$ cat config.mk
export PLATFORM = sky130hd
export DESIGN_NAME = rcr_front
export DESIGN_NICKNAME = d
export VERILOG_FILES = /design/src/sv/rect_circle_raster_engine_assert.svh /design/src/sv/rcr_pkg.sv /design/src/sv/rcr_front.sv
export SDC_FILE = /design/constraint.sdc
export NUM_CORES = 1
export LEC_CHECK = 0
export BUFFER_PORTS_ARGS = -buffer_cell sky130_fd_sc_hd__buf_2
export CAP_MARGIN = 20
export CORE_AREA = 4 4 127 129
export DETAILED_ROUTE_END_ITERATION = 10
export DIE_AREA = 0 0 131 133
export PLACE_DENSITY_LB_ADDON = 0.3
export SYNTH_ARGS = -nofsm -noshare
export SYNTH_HDL_FRONTEND = slang
export SYNTH_SLANG_ARGS = --single-unit
$ cat constraint.sdc
create_clock -name vclk -period 8.1
set_input_delay 1.215 -clock vclk [all_inputs]
set_output_delay 1.215 -clock vclk [all_outputs]
set_load 0.1 [all_outputs]
$ cat src/sv/rect_circle_raster_engine_assert.svh
// assertion macros shared by the raster engine modules
`ifndef RECT_CIRCLE_RASTER_ENGINE_ASSERT_SVH
`define RECT_CIRCLE_RASTER_ENGINE_ASSERT_SVH
`ifndef SYNTHESIS
`define RCR_ASSERT(lbl, prop, msg) \
    lbl: assert property (@(posedge clk) disable iff (!rst_n) prop) else $error(msg);
`define RCR_NEVER(lbl, cond, msg) \
    lbl: assert property (@(posedge clk) disable iff (!rst_n) !(cond)) else $error(msg);
`else
`define RCR_ASSERT(lbl, prop, msg)
`define RCR_NEVER(lbl, cond, msg)
`endif
`endif

$ cat src/sv/rcr_pkg.sv
// types, constants and helpers of the raster engine
`default_nettype none
package rcr_pkg;

    localparam int SIDE   = 64;
    localparam int PIXELS = SIDE * SIDE;
    localparam int CW     = $clog2(SIDE);
    localparam int AW     = $clog2(PIXELS);
    localparam int CRD_W  = 10;
    localparam int QDEPTH = 2;
    localparam int QW     = (QDEPTH > 1) ? $clog2(QDEPTH) : 1;

    localparam logic signed [CRD_W-1:0] SIDE_M1 = CRD_W'(SIDE - 1);

    localparam logic [2:0] KIND_FILL = 3'd0;
    localparam logic [2:0] KIND_RECT = 3'd1;
    localparam logic [2:0] KIND_DISC = 3'd2;
    localparam logic [2:0] KIND_RING = 3'd3;
    localparam logic [2:0] KIND_READ = 3'd4;

    typedef enum logic [2:0] {
        OP_NOP,
        OP_OFF,
        OP_READ,
        OP_BLOCK,
        OP_DISC,
        OP_RING
    } op_t;

    typedef enum logic [1:0] {
        B_CLEAR,
        B_IDLE,
        B_WALK,
        B_READ
    } back_state_t;

    typedef struct packed {
        op_t             op;
        logic [CW-1:0]   x_lo;
        logic [CW-1:0]   x_hi;
        logic [CW-1:0]   y_lo;
        logic [CW-1:0]   y_hi;
        logic [7:0]      cx;
        logic [7:0]      cy;
        logic [13:0]     outer;
        logic [13:0]     inner;
        logic [15:0]     color;
        logic [AW-1:0]   addr;
    } cmd_t;

    typedef struct packed {
        logic q_full;
        logic clearing;
    } front_stat_t;

    typedef struct packed {
        logic          we;
        logic [AW-1:0] waddr;
        logic [15:0]   wdata;
        logic [AW-1:0] raddr;
    } ram_req_t;

    function automatic logic [AW-1:0] pix_addr(input logic [CW-1:0] x, input logic [CW-1:0] y);
        logic [AW-1:0] side_a;
        side_a = AW'(SIDE);
        return AW'(y) * side_a + AW'(x);
    endfunction

endpackage
`default_nettype wire

$ cat src/sv/rcr_front.sv
// command front end: accepts, classifies and clips drawing commands
`default_nettype none
module rcr_front (
    input  wire logic               start,
    input  wire logic [2:0]         kind,
    input  wire logic signed [7:0]  pos_x,
    input  wire logic signed [7:0]  pos_y,
    input  wire logic [6:0]         extent_w,
    input  wire logic [6:0]         extent_h,
    input  wire logic [15:0]        paint,
    input  wire rcr_pkg::front_stat_t stat,
    output logic                    busy,
    output logic                    push,
    output rcr_pkg::cmd_t           entry
);
    import rcr_pkg::*;

    logic signed [CRD_W-1:0] sx, sy, sw, sh;
    logic signed [CRD_W-1:0] xl, xh, yl, yh;
    logic signed [CRD_W-1:0] cxl, cxh, cyl, cyh;
    logic                    box_empty;
    logic                    on_scr;
    logic [6:0]              r_m1;

    assign sx = CRD_W'(pos_x);
    assign sy = CRD_W'(pos_y);
    assign sw = $signed({{(CRD_W-7){1'b0}}, extent_w});
    assign sh = $signed({{(CRD_W-7){1'b0}}, extent_h});
    assign r_m1 = extent_w - 7'd1;

    assign busy = stat.q_full || stat.clearing;
    assign push = start && !busy;

    // raw box before clipping
    always_comb
    begin
        xl = '0;
        xh = SIDE_M1;
        yl = '0;
        yh = SIDE_M1;
        case (kind)
            KIND_RECT:
            begin
                xl = sx;
                xh = sx + sw - CRD_W'(1);
                yl = sy;
                yh = sy + sh - CRD_W'(1);
            end
            KIND_DISC, KIND_RING:
            begin
                xl = sx - sw;
                xh = sx + sw;
                yl = sy - sw;
                yh = sy + sw;
            end
            default:
            begin
                xl = '0;
                xh = SIDE_M1;
                yl = '0;
                yh = SIDE_M1;
            end
        endcase
    end

    assign cxl = (xl < 0) ? '0 : xl;
    assign cyl = (yl < 0) ? '0 : yl;
    assign cxh = (xh > SIDE_M1) ? SIDE_M1 : xh;
    assign cyh = (yh > SIDE_M1) ? SIDE_M1 : yh;
    assign box_empty = (cxl > cxh) || (cyl > cyh);

    assign on_scr = (sx >= 0) && (sx <= SIDE_M1) && (sy >= 0) && (sy <= SIDE_M1);

    always_comb
    begin
        entry       = '0;
        entry.x_lo  = cxl[CW-1:0];
        entry.x_hi  = cxh[CW-1:0];
        entry.y_lo  = cyl[CW-1:0];
        entry.y_hi  = cyh[CW-1:0];
        entry.cx    = pos_x;
        entry.cy    = pos_y;
        entry.outer = 14'(extent_w) * 14'(extent_w);
        // ring of radius zero must match nothing
        entry.inner = (extent_w == 7'd0) ? 14'd1 : 14'(r_m1) * 14'(r_m1);
        entry.color = paint;
        entry.addr  = pix_addr(sx[CW-1:0], sy[CW-1:0]);
        case (kind)
            KIND_FILL, KIND_RECT: entry.op = box_empty ? OP_NOP : OP_BLOCK;
            KIND_DISC:            entry.op = box_empty ? OP_NOP : OP_DISC;
            KIND_RING:            entry.op = box_empty ? OP_NOP : OP_RING;
            KIND_READ:            entry.op = on_scr ? OP_READ : OP_OFF;
            default:              entry.op = OP_NOP;
        endcase
    end

endmodule
`default_nettype wire

-- After elaboration in Yosys (flattened, before gate mapping)
Index checks and enable logic that the tools add are counted.
- register bits after elaboration: 0
- input bits: 52
- order comparisons: 10
- add/subtract/negate cells: 9
- multipliers: 2
- equality and inequality tests: 4
- reduce and logical (&&, ||, !) cells: 11
- mux-type cells: 14
- operators by type and width (kind ; number):
    case mux 10 bit (2 select lines) ; 4
    two-way mux 10 bit ; 4
    multiplier 7 x 7 -> 14 bit ; 2
    adder 8 x 8 -> 9 bit ; 3
    > comparator 10 bit ; 2
    > comparator 10 x 7 -> 1 bit (second input constant) ; 2
    < comparator 10 x 1 -> 1 bit (second input constant) ; 2
    subtractor 8 x 8 -> 9 bit ; 2
    >= comparator 8 x 1 -> 1 bit (second input constant) ; 2
    <= comparator 8 x 7 -> 1 bit (second input constant) ; 2
    two-way mux 14 bit ; 1
    adder 12 x 6 -> 12 bit ; 1
    case mux 3 bit (4 select lines) ; 1
    subtractor 10 x 2 -> 10 bit (second input constant) ; 1
    subtractor 9 x 2 -> 10 bit (second input constant) ; 1
    logical NOT 7 bit ; 1
    subtractor 7 x 1 -> 7 bit (second input constant) ; 1
    equality test 3 x 2 -> 1 bit (second input constant) ; 2
    two-way mux 3 bit ; 2
    logical AND 1 bit ; 4
    two-way mux 2 bit ; 2
    OR reduction 2 bit ; 2
    equality test 3 x 1 -> 1 bit (second input constant) ; 1
    equality test 3 bit (second input constant) ; 1
    3 further kinds ; 4

-- Logic depth before layout (Yosys ltp)
Gate-level depths: netlist (run 1).
- depth in word-level cells: 9
- depth in mapped cells: 22
- gate-level depth less buffers: 21

-- Least setup slack after synthesis (run 1)
OpenSTA, ideal clock, no wires.
- kind: input-to-output
- start point: input extent_w[0]
- end point: output entry[37] in the netlist's numbering
- arrival: 10.154 ns
- cell stages on the path: 18
- setup slack: -3.269 ns
- required time: 6.885 ns
- path through: clkbuf_1 inv_1 ha_1 and3_1 xnor2_1 inv_1 nand2_1 inv_1 fa_1 inv_1 fa_1 fa_1 inv_1 fa_1 ha_1 a21o_1 a21o_1 a2111oi_0
- RTL lines (element ; RTL line ; RTL):
    from (decl) ; rcr_front.sv:8 ; input wire logic [6:0] extent_w,
    to (decl) ; rcr_front.sv:14 ; output rcr_pkg::cmd_t entry

==> impl_metrics.toml, run 1 <==
[status]
status = "complete, no violations"

[timing]
period_share_pct = 93.9
final-hold-violation-count = 0
tns_ns = 0
rsz0062_at_grt = "false"
min_period_ns = 7.61
max_slew_margin_pct = 51.1
drv_slew = 0
max_clock_freq_mhz = 131
setup_viol = 0
tightest_slew_ns = 0.731
setup_slack_ns = 0.492

[detailed_routing]
drc = 0
drt_iter0_markers = 426
routed-via-count = 5484
routed_wl_um = 15500
viasPerCell = 5.26
dr.pass1.iters = 5
routedWlPerCell_um = 14.8
antenna_left = 0

[final_layout]
regArea_sq_um = 0
layout_common_cells = "buf_2, ha_1, nor2_1, inv_1, nand2_1"
nNetsFinal = 1050
layout-drive-gt1-share_pct = 19.8
layout_commonest_cell = "buf_2"
final.clkbuf_count = 0
area_growth_syn_to_layout_pct = 11.2
seq_cells = 0
diodes = 0

[yosys]
synthXorXnorAreaFrac_pct = 6.95
synth-simple-area-share_pct = 21.1
synth_cells = 792
avgSynthCellArea_sq_um = 7.41
synth_area_leader_cell = "ha_1"
synth_warnings = 0
synthDistinctLibCells = 80
synth_top_family_by_area = "adder cells"
syn_area_sq_mm = 0.00587
yosys-top-cells-area = "ha_1, fa_1, nor2_1, inv_1, buf_4"
synth_compound_area_share_pct = 21.6
synth_fa_ha_area_share_pct = 34.4
ys_seq_area_share_pct = 0
synthMuxAreaShare_pct = 1.60
synth_top_area_share_pct = 22.8

[floorplanning]
initial_core_util_pct = 39.0
num_rows = 45
dieArea_sq_mm = 0.0174
die_w_um = 131
dieHeight_um = 133
core_area_sq_mm = 0.0150
num_io_pins = 153

[critical_path]
crit_fanout = 8
cp-end-kind = "output port"
slowest_stage = "fa_1"
cpPeakStageDelay_ns = 0.55
cp_data_required_time_ns = 6.88
arrival_ns = 6.39
startpoint_type = "input port"
crit_start = "extent_w[0]"
crit_chain = "buf_2, inv_1, ha_1, and3_1, xnor2_1, inv_1, nand2_1, inv_1, fa_1, inv_1, fa_1, fa_1, inv_1, fa_1, ha_1, a21o_1, a21o_1, a21oi_1, o21ai_1, a31oi_1, mux2i_4, buf_12"
crit_path_frequent_cell = "inv_1"
crit_type = "in2out"

[placement]
gp_congestion = 0.880
hpwl_um = 13100
place_ws_ns = 0.454
port_buffers = 119

[cts]
ctsHoldBuffers = 0
ctsResizeCount = 0
post_cts_buffers = 0

[pwr]
leakagePower_uw = 0.00334
vdd.ir_drop.worst_uv = 513
powerDensity_mw_per_mm2 = 278

[grt]
grtUsageTotal_pct = 17.1
grt_pass1_vias = 5045
grt.overflow.total = 0
grt_max_degree = 23
grt_pass1_wl_um = 25200
antenna_found_initial = 0

[flow_run]
cap_violations = 0

[min_path]
hp-start = "paint[2]"
hold_path_class = "in2out"
==> worst max-delay path: cells and delay by family <==
family                   cells  cell delay, ns
buffers and inverters        7            0.77
multiplexers                 1            0.30
AND/OR/NAND/NOR              2            0.32
adder cells (fa/ha/maj)      6            2.58
AO/OA/AOI/OAI                5            1.04
XOR/XNOR                     1            0.14
==> cells in the mapped netlist (11+ instances only) <==
| cell | number |
|---|---|
| buf_4 | 47 |
| nand3_1 | 11 |
| clkbuf_1 | 15 |
| o21ai_0 | 18 |
| ha_1 | 107 |
| nor2b_1 | 11 |
| inv_1 | 95 |
| xnor2_1 | 32 |
| nand2b_1 | 20 |
| a21o_1 | 12 |
| fa_1 | 34 |
| nor2_1 | 100 |
| nor3_1 | 17 |
| nand2_1 | 38 |
| a21oi_1 | 36 |
==> per-stage QoR <==
stage	hold WS [ns]	total power, uW	std cells	utilization (%)	cell area [sq um]
after floorplan	2.64	1520	793	-	5960
after global placement	2.43	1810	1043	43.4	6520
after detailed placement	2.43	1810	1043	43.4	6520
after CTS	2.43	1820	1043	43.4	6520
after global routing	2.43	1930	1043	43.4	6520
final	2.43	1810	1043	43.4	6520
==> kinds of logic after synthesis <==
group,after synthesis
AOI/OAI and AO/OA,174
xor gates and xnor gates,44
adders and majority gates,141
buffers and inverters,173
muxes,9
other,1
and+or+nand+nor,250
==> final timing paths <==
check,to,slack (ns),cells after the start
worst max-delay path,entry[40],0.49,22
worst min-delay path,entry[14],2.43,0
==> power by group <==
| part | switching (uW) | internal [uW] |
|---|---|---|
| clock | 0 | 0 |
| combinational | 1330 | 479 |
| sequential | 0 | 0 |
| total | 1330 | 479 |
==> cell type report <==
cell class                 instances  area, sq um
tap                              188          235
timing repair buffer             135          791
inverter                         100          375
fill                            1553         8510
multi-input combinational        620         5120
==> metal layers <==
metal,track usage (%),routed length [um],part of all wire [%]
met1,26.3,7660,50
met2,27.2,6880,44
met4,1.43,116,0.75
met3,1.01,807,5.2
met5,0,0,0
Power figures use the tool's default switching activity.
==> run 2: changes to the inputs <==
Settings changed: CELL_PAD_IN_SITES_DETAIL_PLACEMENT set to 0, CELL_PAD_IN_SITES_GLOBAL_PLACEMENT set to 1.
==> impl_metrics.toml, run 2 (same netlist as run 1, synthesis figures left out) <==
[timing]
setup_viol = 0
whs_ns = 2.43
min_period_ns = 7.52
tightest_slew_ns = 0.694
max_slew_margin_pct = 53.7
tns_ns = 0
final-hold-violation-count = 0
setup_slack_ns = 0.582
drv_slew = 0
period_share_pct = 92.8
max_clock_freq_mhz = 133
rsz0062_at_grt = "false"

[critical_path]
crit_type = "in2out"
cp_data_required_time_ns = 6.88
crit_fanout = 9
startpoint_type = "input port"
arrival_ns = 6.30
cp-end-kind = "output port"

[final_layout]
diodes = 0
layout_common_cells = "buf_2, ha_1, nor2_1, inv_1, nand2_1"
seq_cells = 0
layout-drive-gt1-share_pct = 19.7
final.clkbuf_count = 0
final.fill_count = 1570
area_growth_syn_to_layout_pct = 11.0
layout_commonest_cell = "buf_2"
regArea_sq_um = 0
final_core_util_pct = 43.3
nNetsFinal = 1049

[placement]
hpwl_um = 13300
gp_congestion = 0.855
port_buffers = 119
place_ws_ns = 0.569

[detailed_routing]
routed_wl_um = 15400
viasPerCell = 5.18
drt_iter0_markers = 273
dr.pass1.iters = 6
routedWlPerCell_um = 14.8
drc = 0
routed-via-count = 5397
antenna_left = 0

[floorplanning]
die_w_um = 131
initial_core_util_pct = 39.0
dieHeight_um = 133
num_rows = 45
dieArea_sq_mm = 0.0174
core_area_sq_mm = 0.0150
num_io_pins = 153

[pwr]
powerDensity_mw_per_mm2 = 278
netSwitchingFraction_pct = 73.6
intPower_uw = 478
total_power_uw = 1810
switching_power_uw = 1330
leakagePower_uw = 0.00333
vdd.ir_drop.worst_uv = 1140
power_frac_seq_pct = 0
pwr-share-clk_pct = 0
power_frac_comb_pct = 100.0

[status]
status = "complete, no violations"

[cts]
ctsHoldBuffers = 0
post_cts_buffers = 0
ctsResizeCount = 0

[flow_run]
cap_violations = 0

[grt]
grt_pass1_vias = 5243
grtUsageTotal_pct = 17.6
antenna_found_initial = 0
grt.overflow.total = 0
grt_max_degree = 23
grt_pass1_wl_um = 26100

[min_path]
hold_path_class = "in2out"
## run 2: cell types whose count changed in the layout (fill, tap and decap cells not counted), sizes merged
| cell | before | now |
|---|---|---|
| buf | 135 | 134 |
## run 2: power by group through the flow
stage / combinational (uW) / sequential [uW] / clock (uW)
4_1_cts: 1820 / 0 / 0
3_3_place_gp: 1820 / 0 / 0
3_5_place_dp: 1810 / 0 / 0
6_report: 1810 / 0 / 0
2_1_floorplan: 1520 / 0 / 0
5_1_grt: 1940 / 0 / 0
## run 2: critical path, cell delays in order
cell	delay (ns)
buf_2	0.18
inv_1	0.22
nand3_1	0.13
nor2_1	0.17
nand2_1	0.09
xnor2_1	0.21
nor2_1	0.13
fa_1	0.54
inv_1	0.05
fa_1	0.50
fa_1	0.55
inv_1	0.05
fa_1	0.39
ha_1	0.35
a21o_1	0.21
a21o_1	0.21
a21oi_1	0.18
o21ai_1	0.12
a31oi_1	0.31
mux2i_4	0.31
buf_12	0.19
## run 2: area by class of cell
class                           instances  area, sq um  share of cell area (%)
Tap cell                              188          235                    3.61
Multi-Input combinational cell        620         5120                    78.6
Timing Repair Buffer                  134          783                    12.0
Inverter                              100          375                    5.76
## run 2: per-layer routing
layer	GRT usage [%]	wire length, um	up-vias
met5	0	0	-
met4	0.514	23	0
li1	-	-	2812
met1	26.8	7780	2485
met3	0.444	497	4
met2	29.1	7120	96
## run 2: path summary, 6_finish.rpt
path                         from   endpoint  slack, ns  cells after the start
worst max-delay path  extent_w[4]  entry[40]       0.58                     21
worst min-delay path     paint[2]  entry[14]       2.43                      0
## run 2: through the flow
step                std cells  cell area (sq um)
floorplan                 793               5960
global placement         1042               6520
detailed placement       1042               6520
CTS                      1042               6520
global route             1042               6520
finish                   1042               6520
