`config.mk`:
```
export PLATFORM = sky130hd
export DESIGN_NAME = rcr_queue
export DESIGN_NICKNAME = d
export VERILOG_FILES = /design/src/sv/rcr_pkg.sv /design/src/sv/rcr_queue.sv
export VERILOG_INCLUDE_DIRS = /design/src /design/src/sv
export SDC_FILE = /design/constraint.sdc
export NUM_CORES = 1
export LEC_CHECK = 0
export ABC_AREA = 1
export BUFFER_PORTS_ARGS = -buffer_cell sky130_fd_sc_hd__buf_2
export CAP_MARGIN = 5
export CORE_AREA = 2 2 182 131
export CTS_CLUSTER_SIZE = 14
export DETAILED_ROUTE_END_ITERATION = 12
export DIE_AREA = 0 0 184 133
export PLACE_DENSITY = 0.64
export SLEW_MARGIN = 20
export SYNTH_ARGS = -nofsm -noshare
export SYNTH_HDL_FRONTEND = slang
export SYNTH_SLANG_ARGS = --single-unit
```
`constraint.sdc`:
```
create_clock -name clk -period 5.6 [get_ports clk]
set_input_delay 0.56 -clock clk [delete_from_list [all_inputs] [get_ports clk]]
set_output_delay 0.56 -clock clk [all_outputs]
set_load 0.1 [all_outputs]
```
`src/sv/rect_circle_raster_engine_assert.svh`:
```
// assertion macros shared by the raster engine modules
`ifndef RECT_CIRCLE_RASTER_ENGINE_ASSERT_SVH
`define RECT_CIRCLE_RASTER_ENGINE_ASSERT_SVH
`ifndef SYNTHESIS
`define RCR_ASSERT(lbl, prop, msg) \
    lbl: assert property (@(posedge clk) disable iff (!rst_n) prop) else $error(msg);
`define RCR_NEVER(lbl, cond, msg) \
    lbl: assert property (@(posedge clk) disable iff (!rst_n) !(cond)) else $error(msg);
`else
`define RCR_ASSERT(lbl, prop, msg)
`define RCR_NEVER(lbl, cond, msg)
`endif
`endif

```
`src/sv/rcr_pkg.sv`:
```
// types, constants and helpers of the raster engine
`default_nettype none
package rcr_pkg;

    localparam int SIDE   = 64;
    localparam int PIXELS = SIDE * SIDE;
    localparam int CW     = $clog2(SIDE);
    localparam int AW     = $clog2(PIXELS);
    localparam int CRD_W  = 10;
    localparam int QDEPTH = 2;
    localparam int QW     = (QDEPTH > 1) ? $clog2(QDEPTH) : 1;

    localparam logic signed [CRD_W-1:0] SIDE_M1 = CRD_W'(SIDE - 1);

    localparam logic [2:0] KIND_FILL = 3'd0;
    localparam logic [2:0] KIND_RECT = 3'd1;
    localparam logic [2:0] KIND_DISC = 3'd2;
    localparam logic [2:0] KIND_RING = 3'd3;
    localparam logic [2:0] KIND_READ = 3'd4;

    typedef enum logic [2:0] {
        OP_NOP,
        OP_OFF,
        OP_READ,
        OP_BLOCK,
        OP_DISC,
        OP_RING
    } op_t;

    typedef enum logic [1:0] {
        B_CLEAR,
        B_IDLE,
        B_WALK,
        B_READ
    } back_state_t;

    typedef struct packed {
        op_t             op;
        logic [CW-1:0]   x_lo;
        logic [CW-1:0]   x_hi;
        logic [CW-1:0]   y_lo;
        logic [CW-1:0]   y_hi;
        logic [7:0]      cx;
        logic [7:0]      cy;
        logic [13:0]     outer;
        logic [13:0]     inner;
        logic [15:0]     color;
        logic [AW-1:0]   addr;
    } cmd_t;

    typedef struct packed {
        logic q_full;
        logic clearing;
    } front_stat_t;

    typedef struct packed {
        logic          we;
        logic [AW-1:0] waddr;
        logic [15:0]   wdata;
        logic [AW-1:0] raddr;
    } ram_req_t;

    function automatic logic [AW-1:0] pix_addr(input logic [CW-1:0] x, input logic [CW-1:0] y);
        logic [AW-1:0] side_a;
        side_a = AW'(SIDE);
        return AW'(y) * side_a + AW'(x);
    endfunction

endpackage
`default_nettype wire

```
`src/sv/rcr_queue.sv`:
```
// short command queue between front end and pixel walker
`default_nettype none
`include "rect_circle_raster_engine_assert.svh"
module rcr_queue (
    input  wire logic          clk,
    input  wire logic          rst_n,
    input  wire logic          push,
    input  wire rcr_pkg::cmd_t entry,
    input  wire logic          pop,
    output rcr_pkg::cmd_t      head,
    output logic               empty,
    output logic               full
);
    import rcr_pkg::*;

    cmd_t          mem_reg [QDEPTH];
    logic [QW-1:0] wp_reg, wp_next;
    logic [QW-1:0] rp_reg, rp_next;
    logic [QW:0]   cnt_reg, cnt_next;

    assign empty = (cnt_reg == '0);
    assign full  = (cnt_reg == (QW+1)'(QDEPTH));
    assign head  = mem_reg[rp_reg];

    always_comb
    begin
        wp_next  = wp_reg;
        rp_next  = rp_reg;
        cnt_next = cnt_reg;
        if (push)
        begin
            wp_next = (wp_reg == QW'(QDEPTH - 1)) ? '0 : wp_reg + QW'(1);
        end
        if (pop)
        begin
            rp_next = (rp_reg == QW'(QDEPTH - 1)) ? '0 : rp_reg + QW'(1);
        end
        if (push && !pop)
        begin
            cnt_next = cnt_reg + (QW+1)'(1);
        end
        else if (pop && !push)
        begin
            cnt_next = cnt_reg - (QW+1)'(1);
        end
    end

    always_ff @(posedge clk or negedge rst_n)
    begin
        if (!rst_n)
        begin
            wp_reg  <= '0;
            rp_reg  <= '0;
            cnt_reg <= '0;
        end
        else
        begin
            wp_reg  <= wp_next;
            rp_reg  <= rp_next;
            cnt_reg <= cnt_next;
        end
    end

    always_ff @(posedge clk)
    begin
        if (push)
        begin
            mem_reg[wp_reg] <= entry;
        end
    end

    `RCR_NEVER(a_q_overflow, push && full && !pop, "queue transfer into a full queue")
    `RCR_NEVER(a_q_underflow, pop && empty, "pop from an empty queue")
    `RCR_ASSERT(a_q_count, push && !pop && !full |=> !empty, "queue lost a pushed entry")

endmodule
`default_nettype wire

```
; Word level (Yosys, flattened, before mapping)
; Memory sizes are Yosys's and may differ from the RTL's.
; Cells that the tools add are included.
; W data, S select, Z words.
[classes]
n_addsub = 4
muxes = 6
reduce_logical = 6
n_eq_ne = 1
[ops]
columns = operator, count
row1 = $mux W1, 4
row2 = $mux W2, 2
row3 = $add A1 B1 Y1 const B, 2
row4 = $add A2 B1 Y2 const B, 1
row5 = $eq A2 B2 Y1 const B, 1
row6 = $logic_and A1 B1 Y1, 2
row7 = $logic_not A1 Y1, 2
row8 = $logic_not A2 Y1, 1
row9 = $reduce_bool A2 Y1, 1
row10 = $sub A2 B1 Y2 const B, 1
[word_totals]
n_memories = 1
ff_bits = 4
in_bits = 103
word_cells = 21
ram_bits = 198
output_inout_bits = 101
[mem_list]
columns = memory, words, width, read_ports, rd_ports_with_merged_regs, write_ports, line_no
row1 = mem_reg, 2, 99, 1, 0, 1, rcr_queue.sv:16  ; cmd_t mem_reg [QDEPTH];

; Depth between registers and ports, before layout
; Gate-level depths: netlist of the first run.
[depth]
word_depth = 4
mapped_depth = 7
depth_no_buf = 7

; Least setup slack after synthesis of the first run
; Ideal clock, no wire load.
[synth_timing]
path_kind = input port to flip-flop
from = input push
to = memory mem_reg[0][0] in the netlist's numbering, enable pin
setup_ns = 0.560
arrival_ns = 4.744
path_slack_ns = 0.296
path_stages = 2
path_buffers = 0
cell_sequence = inv_1 > nor2_1
[synth_via]
elab_chain_cells = 2
[synth_lines]
columns = item, line_no
row1 = "start, declared", rcr_queue.sv:7  ; input wire logic push,
row2 = $mux W1, rcr_queue.sv:66  ; if (push)
row3 = $mux W1 (not written as such), rcr_queue.sv:68  ; mem_reg[wp_reg] <= entry;
row4 = "end, declared", rcr_queue.sv:16
; No other way between the ends.

==> results.tsv, run 1 <==
metric	value	unit
FMAX	300	MHz
Mapped Area	7850	um2
Critical-path top delay cell	dfrtp_4	
relative slew slack	0.345	
Final Skew	0.00641	ns
H-tree Lvls	1	
CTS Buf Count	20	
CP Class	register to output port	
hpwl dp	9.54	mm
Distinct cells, synth	13	
die area	24500	um2
Clk Latency, worst-skew pair	0.48	ns
Nets	656	
critical path data arrival time	2.77	ns
GPL Wtd Cong	0.679	
share of the synthesized area in the top cell type	0.757	
Reg clk slew, reported paths	0.06	ns
Die W	184	um
number of I/O pins	204	
crit-path max FO	52	
CP Cell Sequence	buf_12 -> mux2_4 -> buf_2	
Die H	133	um
gr usage total	0.117	
wire per inst	16.9	um
Worst Tran Pin Value	0.982	ns
Core Footprint	22900	um2
ranking of synthesized cells by area	edfxtp_1, mux2_4, buf_12, dfrtp_1, inv_1	
Synthesis Warnings	0	
RSZ-0062 raised after global routing	false	
final WL	14.5	mm
Initial Util	0.342	
Fin. Hold Viols	0	
post-layout util	0.421	
CTS sink count	202	
syn_nets	437	
placed cells	823	
Synth Area per Inst	23.6	um2
Antenna Nets Post-Route	0	
# fillers	2051	
max-cap violations	0	
multi-input logic area	1570	um2
largest net degree at the start of global routing	63	
share of cells above drive strength 1	0.593	
sequential cell area	6050	um2
Critical Path RT	5.04	ns
global-route wire length before repair	22.3	mm
Area growth syn-to-layout	23.1	%
vias in the first global route	4097	
post-synth top area cell	edfxtp_1	
Worst path max stage delay	1.01	ns
final setup vio count	0	
CTS Root Cell	clkbuf_16	
Fin Setup TNS	0	ns
CTS tree	yes	
CP bufs+invs	2	
Avg Vias per Cell	4.36	
Seq/Total Area, Yosys	0.770	
period utilization	0.594	
DRC viols	0	
CP Capture Type	output port	
row count	47	
non-filler cells, final	859	
DR vias	3746	
CTS Buffer Depth	3	
initial antenna violation count	2	
Critical Path Source Type	register	
number of port buffers	203	
Yosys reg bits	202	
total global routing overflow	0	
run status	finished clean	
max reg flops	198	
first-pass iteration count of the detailed router	4	
Worst Hold Class	input port to register	
WHS	0.261	ns
Final min period	3.33	ns
Initial DRC Count	185	
Max Slew Vio Count	0	
CP top delay family	flip-flops	
Cells after Synth	333	
## worst paths after layout
path / start / endpoint / slack (ns) / cells after the start
worst max-delay path: rp_reg$_DFFE_PN0P_ / head[29] / 2.27 / 3
worst min-delay path: entry[33] / mem_reg[0][33]$_DFFE_PP_ / 0.26 / 1
worst max register to register: wp_reg$_DFFE_PN0P_ / mem_reg[1][44]$_DFFE_PP_ / 3.44 / 3
worst min register to register: cnt_reg[1]$_DFFE_PN0P_ / cnt_reg[1]$_DFFE_PN0P_ / 0.51 / 2
max in group asynchronous: rst_n / rp_reg$_DFFE_PN0P_ / 5.04 / 2
min in group asynchronous: rst_n / wp_reg$_DFFE_PN0P_ / 0.41 / 2
## timing repair
item,4_1_cts,5_1_grt
setup buffers,0,0
hold endpoints to repair,4,0
resized for setup,0,0
hold buffers,1,0
## cell type report
| cell class | count | area share |
|---|---|---|
| Timing Repair Buffer | 208 | 0.111 |
| Inverter | 7 | 0.00298 |
| Clock buffer | 27 | 0.0567 |
| Tap cell | 294 | 0.0381 |
| Sequential cell | 202 | 0.626 |
| Antenna cell | 3 | 0.000777 |
| Multi-Input combinational cell | 113 | 0.163 |
| Clock inverter | 5 | 0.00233 |
## Yosys cell counts, drive strengths merged
library cell and count:
buf 11, dfrtp 4, edfxtp 198, ha 1, inv 7, mux2 99, nand2 5, nand3 1
nand4 1, nor2 3, xnor2 1, xor2 2
## cells in the final DEF, fill, tap and decap left out, drive strengths merged
| master | synthesis | routed |
|---|---|---|
| buf | 11 | 207 |
| clkbuf | 0 | 27 |
| clkinv | 0 | 5 |
| dfrtp | 4 | 4 |
| diode | 0 | 3 |
| dlygate4sd3 | 0 | 1 |
| edfxtp | 198 | 198 |
| ha | 1 | 1 |
| inv | 7 | 7 |
| mux2 | 99 | 99 |
| nand2 | 5 | 5 |
| nand3 | 1 | 1 |
| nand4 | 1 | 1 |
| nor2 | 3 | 3 |
| xnor2 | 1 | 1 |
| xor2 | 2 | 2 |
## cells by family after synthesis
kind of cell / after synthesis / share of synthesized area
DFF: 202 / 0.770
xor gates and xnor gates: 3 / 0.00335
muxes: 99 / 0.189
and+or+nand+nor: 10 / 0.00526
buffers and inverters: 18 / 0.0303
adders and majority gates: 1 / 0.00159
## metal layers
| layer | vias to the layer above | GRT usage | part of all wire |
|---|---|---|---|
| met5 | - | 0 | 0 |
| met4 | 0 | 0.0338 | 0.025 |
| met3 | 22 | 0.0413 | 0.077 |
| met2 | 131 | 0.188 | 0.46 |
| met1 | 1847 | 0.149 | 0.44 |
| li1 | 1746 | - | - |
## stage by stage
step	instance area, um2	setup WS [ns]
final	9670	2.27
after global routing	9660	2.17
after CTS	9660	2.25
after detailed placement	9080	2.78
after global placement	9080	2.82
after floorplan	7850	0.296
Power of run 1 is left out: the tool's default activity adds up to more than one toggle a clock period on the data nets, which glitch-free logic cannot reach.
==> run 2: changes to the inputs <==
clock period = 3.3 ns   (was 5.6 ns; I/O delays follow)
==> results.tsv, run 2 (synthesized netlist as in run 1, its figures left out) <==
metric	value	unit	change
Max Slew Vio Count	0		unchanged
Final min period	2.43	ns	
R2R Setup Slk	1.64	ns	was 3.44 ns
post-CTS sizing	0		unchanged
Avg Vias per Cell	4.40		was 4.36
CTS Root Cell	clkbuf_16		unchanged
Critical Path RT	2.97	ns	was 5.04 ns
vias in the first global route	4088		was 4097
row count	47		unchanged
CTS sink count	202		unchanged
commonest non-fill, non-tap cells in the layout	buf_2, edfxtp_1, mux2_4, clkbuf_16		unchanged
share of cells above drive strength 1	0.595		was 0.593
critical path data arrival time	2.10	ns	was 2.77 ns
wire per inst	17.1	um	was 16.9 um
CTS Buf Count	20		unchanged
Final Skew	0.00699	ns	was 0.00641 ns
H-tree Lvls	1		unchanged
Area growth syn-to-layout	23.8	%	was 23.1%
Clk Latency, worst-skew pair	0.48	ns	about the same
# fillers	2013		was 2051
ANT cells	0		was 3
hpwl dp	9.77	mm	was 9.54 mm
Nets	659		was 656
DRC viols	0		unchanged
FMAX	411	MHz	
number of I/O pins	204		unchanged
gr usage total	0.118		was 0.117
non-filler cells, final	862		was 859
CTS Buffer Depth	3		unchanged
placed cells	825		was 823
Core Footprint	22900	um2	unchanged
Die H	133	um	unchanged
Fin. Hold Viols	0		unchanged
die area	24500	um2	unchanged
post-layout util	0.424		was 0.421
Reg clk slew, reported paths	0.07	ns	was 0.06 ns
GPL Wtd Cong	0.680		was 0.679
crit-path max FO	73		was 52
most common cell after layout, fill and taps aside	buf_2		unchanged
max-cap violations	0		unchanged
CP Capture Type	output port		unchanged
Critical Path Source Type	register		unchanged
RSZ-0062 raised after global routing	false		unchanged
CTS tree	yes		unchanged
relative slew slack	0.612		was 0.345
WHS	0.0264	ns	was 0.261 ns
Initial Util	0.342		unchanged
Die W	184	um	unchanged
number of port buffers	203		unchanged
max reg flops	198		unchanged
period utilization	0.737		
final setup vio count	0		unchanged
setup bufs post-CTS	0		unchanged
Worst Hold Class	input port to register		unchanged
DR vias	3792		was 3746
Fin Setup TNS	0	ns	unchanged
first-pass iteration count of the detailed router	4		unchanged
initial antenna violation count	0		was 2
run status	finished clean		unchanged
Initial DRC Count	193		was 185
Worst Tran Pin Value	0.582	ns	was 0.982 ns
total global routing overflow	0		unchanged
Antenna Nets Post-Route	0		unchanged
global-route wire length before repair	22.2	mm	was 22.3 mm
CP Class	register to output port		unchanged
final WL	14.7	mm	was 14.5 mm
largest net degree at the start of global routing	74		was 63
[run 2: cell types whose count changed in the layout (fill, tap and decap cells not counted), sizes merged]
cell	delta
clkinv	+5
clkbuf	-4
diode	-3
buf	+2
clkinvlp	+2
dlygate4sd3	+1
[run 2: worst paths after layout]
| kind | startpoint | to | cells after the start |
|---|---|---|---|
| max in group asynchronous | rst_n | rp_reg$_DFFE_PN0P_ | 2 |
| max reg2reg | wp_reg$_DFFE_PN0P_ | mem_reg[1][66]$_DFFE_PP_ | 3 |
| min in group asynchronous | rst_n | cnt_reg[1]$_DFFE_PN0P_ | 2 |
| min | entry[36] | mem_reg[0][36]$_DFFE_PP_ | 1 |
| min reg2reg | cnt_reg[1]$_DFFE_PN0P_ | cnt_reg[1]$_DFFE_PN0P_ | 2 |
| max | rp_reg$_DFFE_PN0P_ | head[58] | 3 |
[run 2: through the flow]
stage | cell area (um2) | setup WS [ns]
2_1_floorplan | 7860 | 0.460
3_3_place_gp | 9110 | 1.38
3_5_place_dp | 9110 | 1.36
4_1_cts | 9710 | 0.831
5_1_grt | 9720 | 0.768
6_report | 9720 | 0.867
[run 2: area by class of cell]
class,count,area [um2],area share
multi-input combinational,113,1570,0.162
clock inverter,12,57.6,0.00592
timing repair buffer,211,1110,0.114
sequential,202,6050,0.623
inverter,7,28.8,0.00296
tap,294,368,0.0379
clock buffer,23,533,0.0549
[run 2: critical path, stage by stage (launching register included)]
cell,delay [ns]
dfrtp_4,0.42
buf_12,0.45
mux2_4,0.27
buf_2,0.42
[run 2: what timing repair did]
action                                  in CTS  in global routing
endpoints found under the setup margin       0                  0
hold endpoints to repair                     4                  2
hold buffers                                 1                  1
[run 2: per-layer routing]
layer | track usage | wire length [um] | part of all wire
met5 | 0 | 0 | 0
met1 | 0.148 | 6370 | 0.43
met2 | 0.196 | 6990 | 0.47
met4 | 0.0360 | 403 | 0.027
met3 | 0.0339 | 951 | 0.065
Power of run 2 is left out for the same reason.
==> run 3: changes to the inputs <==
clock period = 2.35 ns   (was 3.3 ns; I/O delays follow)
==> results.tsv, run 3 (synthesized netlist as in run 1, its figures left out) <==
metric	value	unit	change
Fin Setup TNS	0	ns	unchanged
CP Depth	3		unchanged
Final Skew	0.00911	ns	was 0.00699 ns
Die W	184	um	unchanged
met2 Usage GRT	0.203		was 0.196
H-tree Lvls	1		unchanged
Clk Latency, worst-skew pair	0.48	ns	about the same
run status	finished clean		unchanged
GPL Wtd Cong	0.710		was 0.680
crit-path max FO	59		was 73
CP Class	register to output port		unchanged
Worst path max stage delay	0.48	ns	was 0.45 ns
Global Route met3 Usage	0.0432		was 0.0339
Nets	758		was 659
worst setup path startpoint	rp_reg$_DFFE_PN0P_		unchanged
CTS sink count	202		unchanged
Fin. Hold Viols	0		unchanged
setup bufs post-CTS	0		unchanged
gr usage total	0.125		was 0.118
R2R Setup Slk	0.84	ns	was 1.64 ns
CTS Root Cell	clkbuf_16		unchanged
period utilization	0.965		
hpwl dp	9.73	mm	was 9.77 mm
Final min period	2.27	ns	
final WL	15.7	mm	was 14.7 mm
relative slew slack	0.587		was 0.612
CP Cell Sequence	buf_16 -> mux2_4 -> clkbuf_4		was buf_12 -> mux2_4 -> buf_2
Critical-path top delay cell	dfrtp_4		was buf_12
DRC viols	0		unchanged
Initial Util	0.342		unchanged
Critical Path Source Type	register		unchanged
Worst Tran Pin Value	0.619	ns	was 0.582 ns
CTS Buf Count	21		was 20
ANT cells	0		unchanged
total global routing overflow	0		unchanged
max-cap violations	0		unchanged
most common cell after layout, fill and taps aside	edfxtp_1		was buf_2
worst r2r path cells	2		was 3
Avg Vias per Cell	4.33		was 4.40
first-pass iteration count of the detailed router	4		unchanged
vias in the first global route	4473		was 4088
row count	47		unchanged
number of I/O pins	204		unchanged
wire per inst	16.3	um	was 17.1 um
CTS Buffer Depth	3		unchanged
Worst Hold Class	input port to async pin		was input port to register
Die H	133	um	unchanged
CP bufs+invs	2		unchanged
Critical Path RT	2.12	ns	was 2.97 ns
post-layout util	0.511		was 0.424
CP top delay family	buffers and inverters		unchanged
max reg flops	198		unchanged
Initial DRC Count	204		was 193
# fillers	1833		was 2013
Antenna Nets Post-Route	0		unchanged
reg2reg end	mem_reg[0][1]$_DFFE_PP_		was mem_reg[1][66]$_DFFE_PP_
Crit Reg-Reg Startpoint	wp_reg$_DFFE_PN0P_		unchanged
initial antenna violation count	0		unchanged
final setup vio count	0		unchanged
CTS tree	yes		unchanged
DR vias	4169		was 3792
Reg clk slew, reported paths	0.06	ns	was 0.07 ns
die area	24500	um2	unchanged
worst setup path end	head[21]		was head[58]
RSZ-0062 raised after global routing	false		unchanged
CP Capture Type	output port		unchanged
global-route wire length before repair	23.6	mm	was 22.2 mm
Core Footprint	22900	um2	unchanged
critical path data arrival time	2.03	ns	was 2.10 ns
largest net degree at the start of global routing	100		was 74
share of cells above drive strength 1	0.503		was 0.595
Area growth syn-to-layout	49.2	%	was 23.8%
commonest non-fill, non-tap cells in the layout	edfxtp_1, buf_2, dlygate4sd3_1, mux2_4, buf_12		was buf_2, edfxtp_1, mux2_4, clkbuf_16
FMAX	441	MHz	
Top Usage Layer GRT	met2		unchanged
GR Util met1	0.159		was 0.148
Max Slew Vio Count	0		unchanged
number of port buffers	203		unchanged
-- run 3: worst min-delay path by stage --
stage	from	to	slack, ns	depth (start not counted)
5_1_grt	rst_n	rp_reg$_DFFE_PN0P_	0.14	2
6_report	rst_n	wp_reg$_DFFE_PN0P_	0.14	2
2_1_floorplan	rst_n	cnt_reg[0]$_DFFE_PN0P_	-0.06	0
3_5_place_dp	rst_n	cnt_reg[1]$_DFFE_PN0P_	0.07	1
3_3_place_gp	rst_n	cnt_reg[1]$_DFFE_PN0P_	0.07	1
4_1_cts	rst_n	wp_reg$_DFFE_PN0P_	0.11	2
-- run 3: area by class of cell --
type / count / area [um2] / share of cell area
timing repair buffer: 309 / 3070 / 0.262
multi-input combinational: 113 / 1580 / 0.135
clock buffer: 30 / 559 / 0.0477
tap: 294 / 368 / 0.0314
inverter: 7 / 30.0 / 0.00256
clock inverter: 7 / 61.3 / 0.00523
sequential: 202 / 6050 / 0.516
-- run 3: layer usage --
layer  vias to the layer above  routed length (um)
li1                       1949                   -
met1                      2035                6720
met2                       163                7440
met3                        22                1210
met4                         0                 345
met5                         -                   0
-- run 3: worst reg2reg max path, stage by stage, from the launching register on --
cell and delay [ns]:
dfrtp_1 0.43, nor2_4 0.14, buf_12 0.42
-- run 3: repair_timing --
action	4_1_cts	5_1_grt
resized for setup	1	24
pin swaps	0	0
hold buffers	102	0
endpoints found under the setup margin	1	24
endpoints found under the hold margin	204	0
-- run 3: per-stage QoR --
stage,hold WS [ns],std cells,cell area (um2),worst slack (ns)
final,0.136,962,11700,0.0823
after global routing,0.137,962,11700,0.00106
after CTS,0.108,962,11700,0.0119
after detailed placement,0.0719,823,10000,0.521
after global placement,0.0660,823,10000,0.546
after floorplan,-0.0606,333,7860,0.0130
Power of run 3 is left out for the same reason.
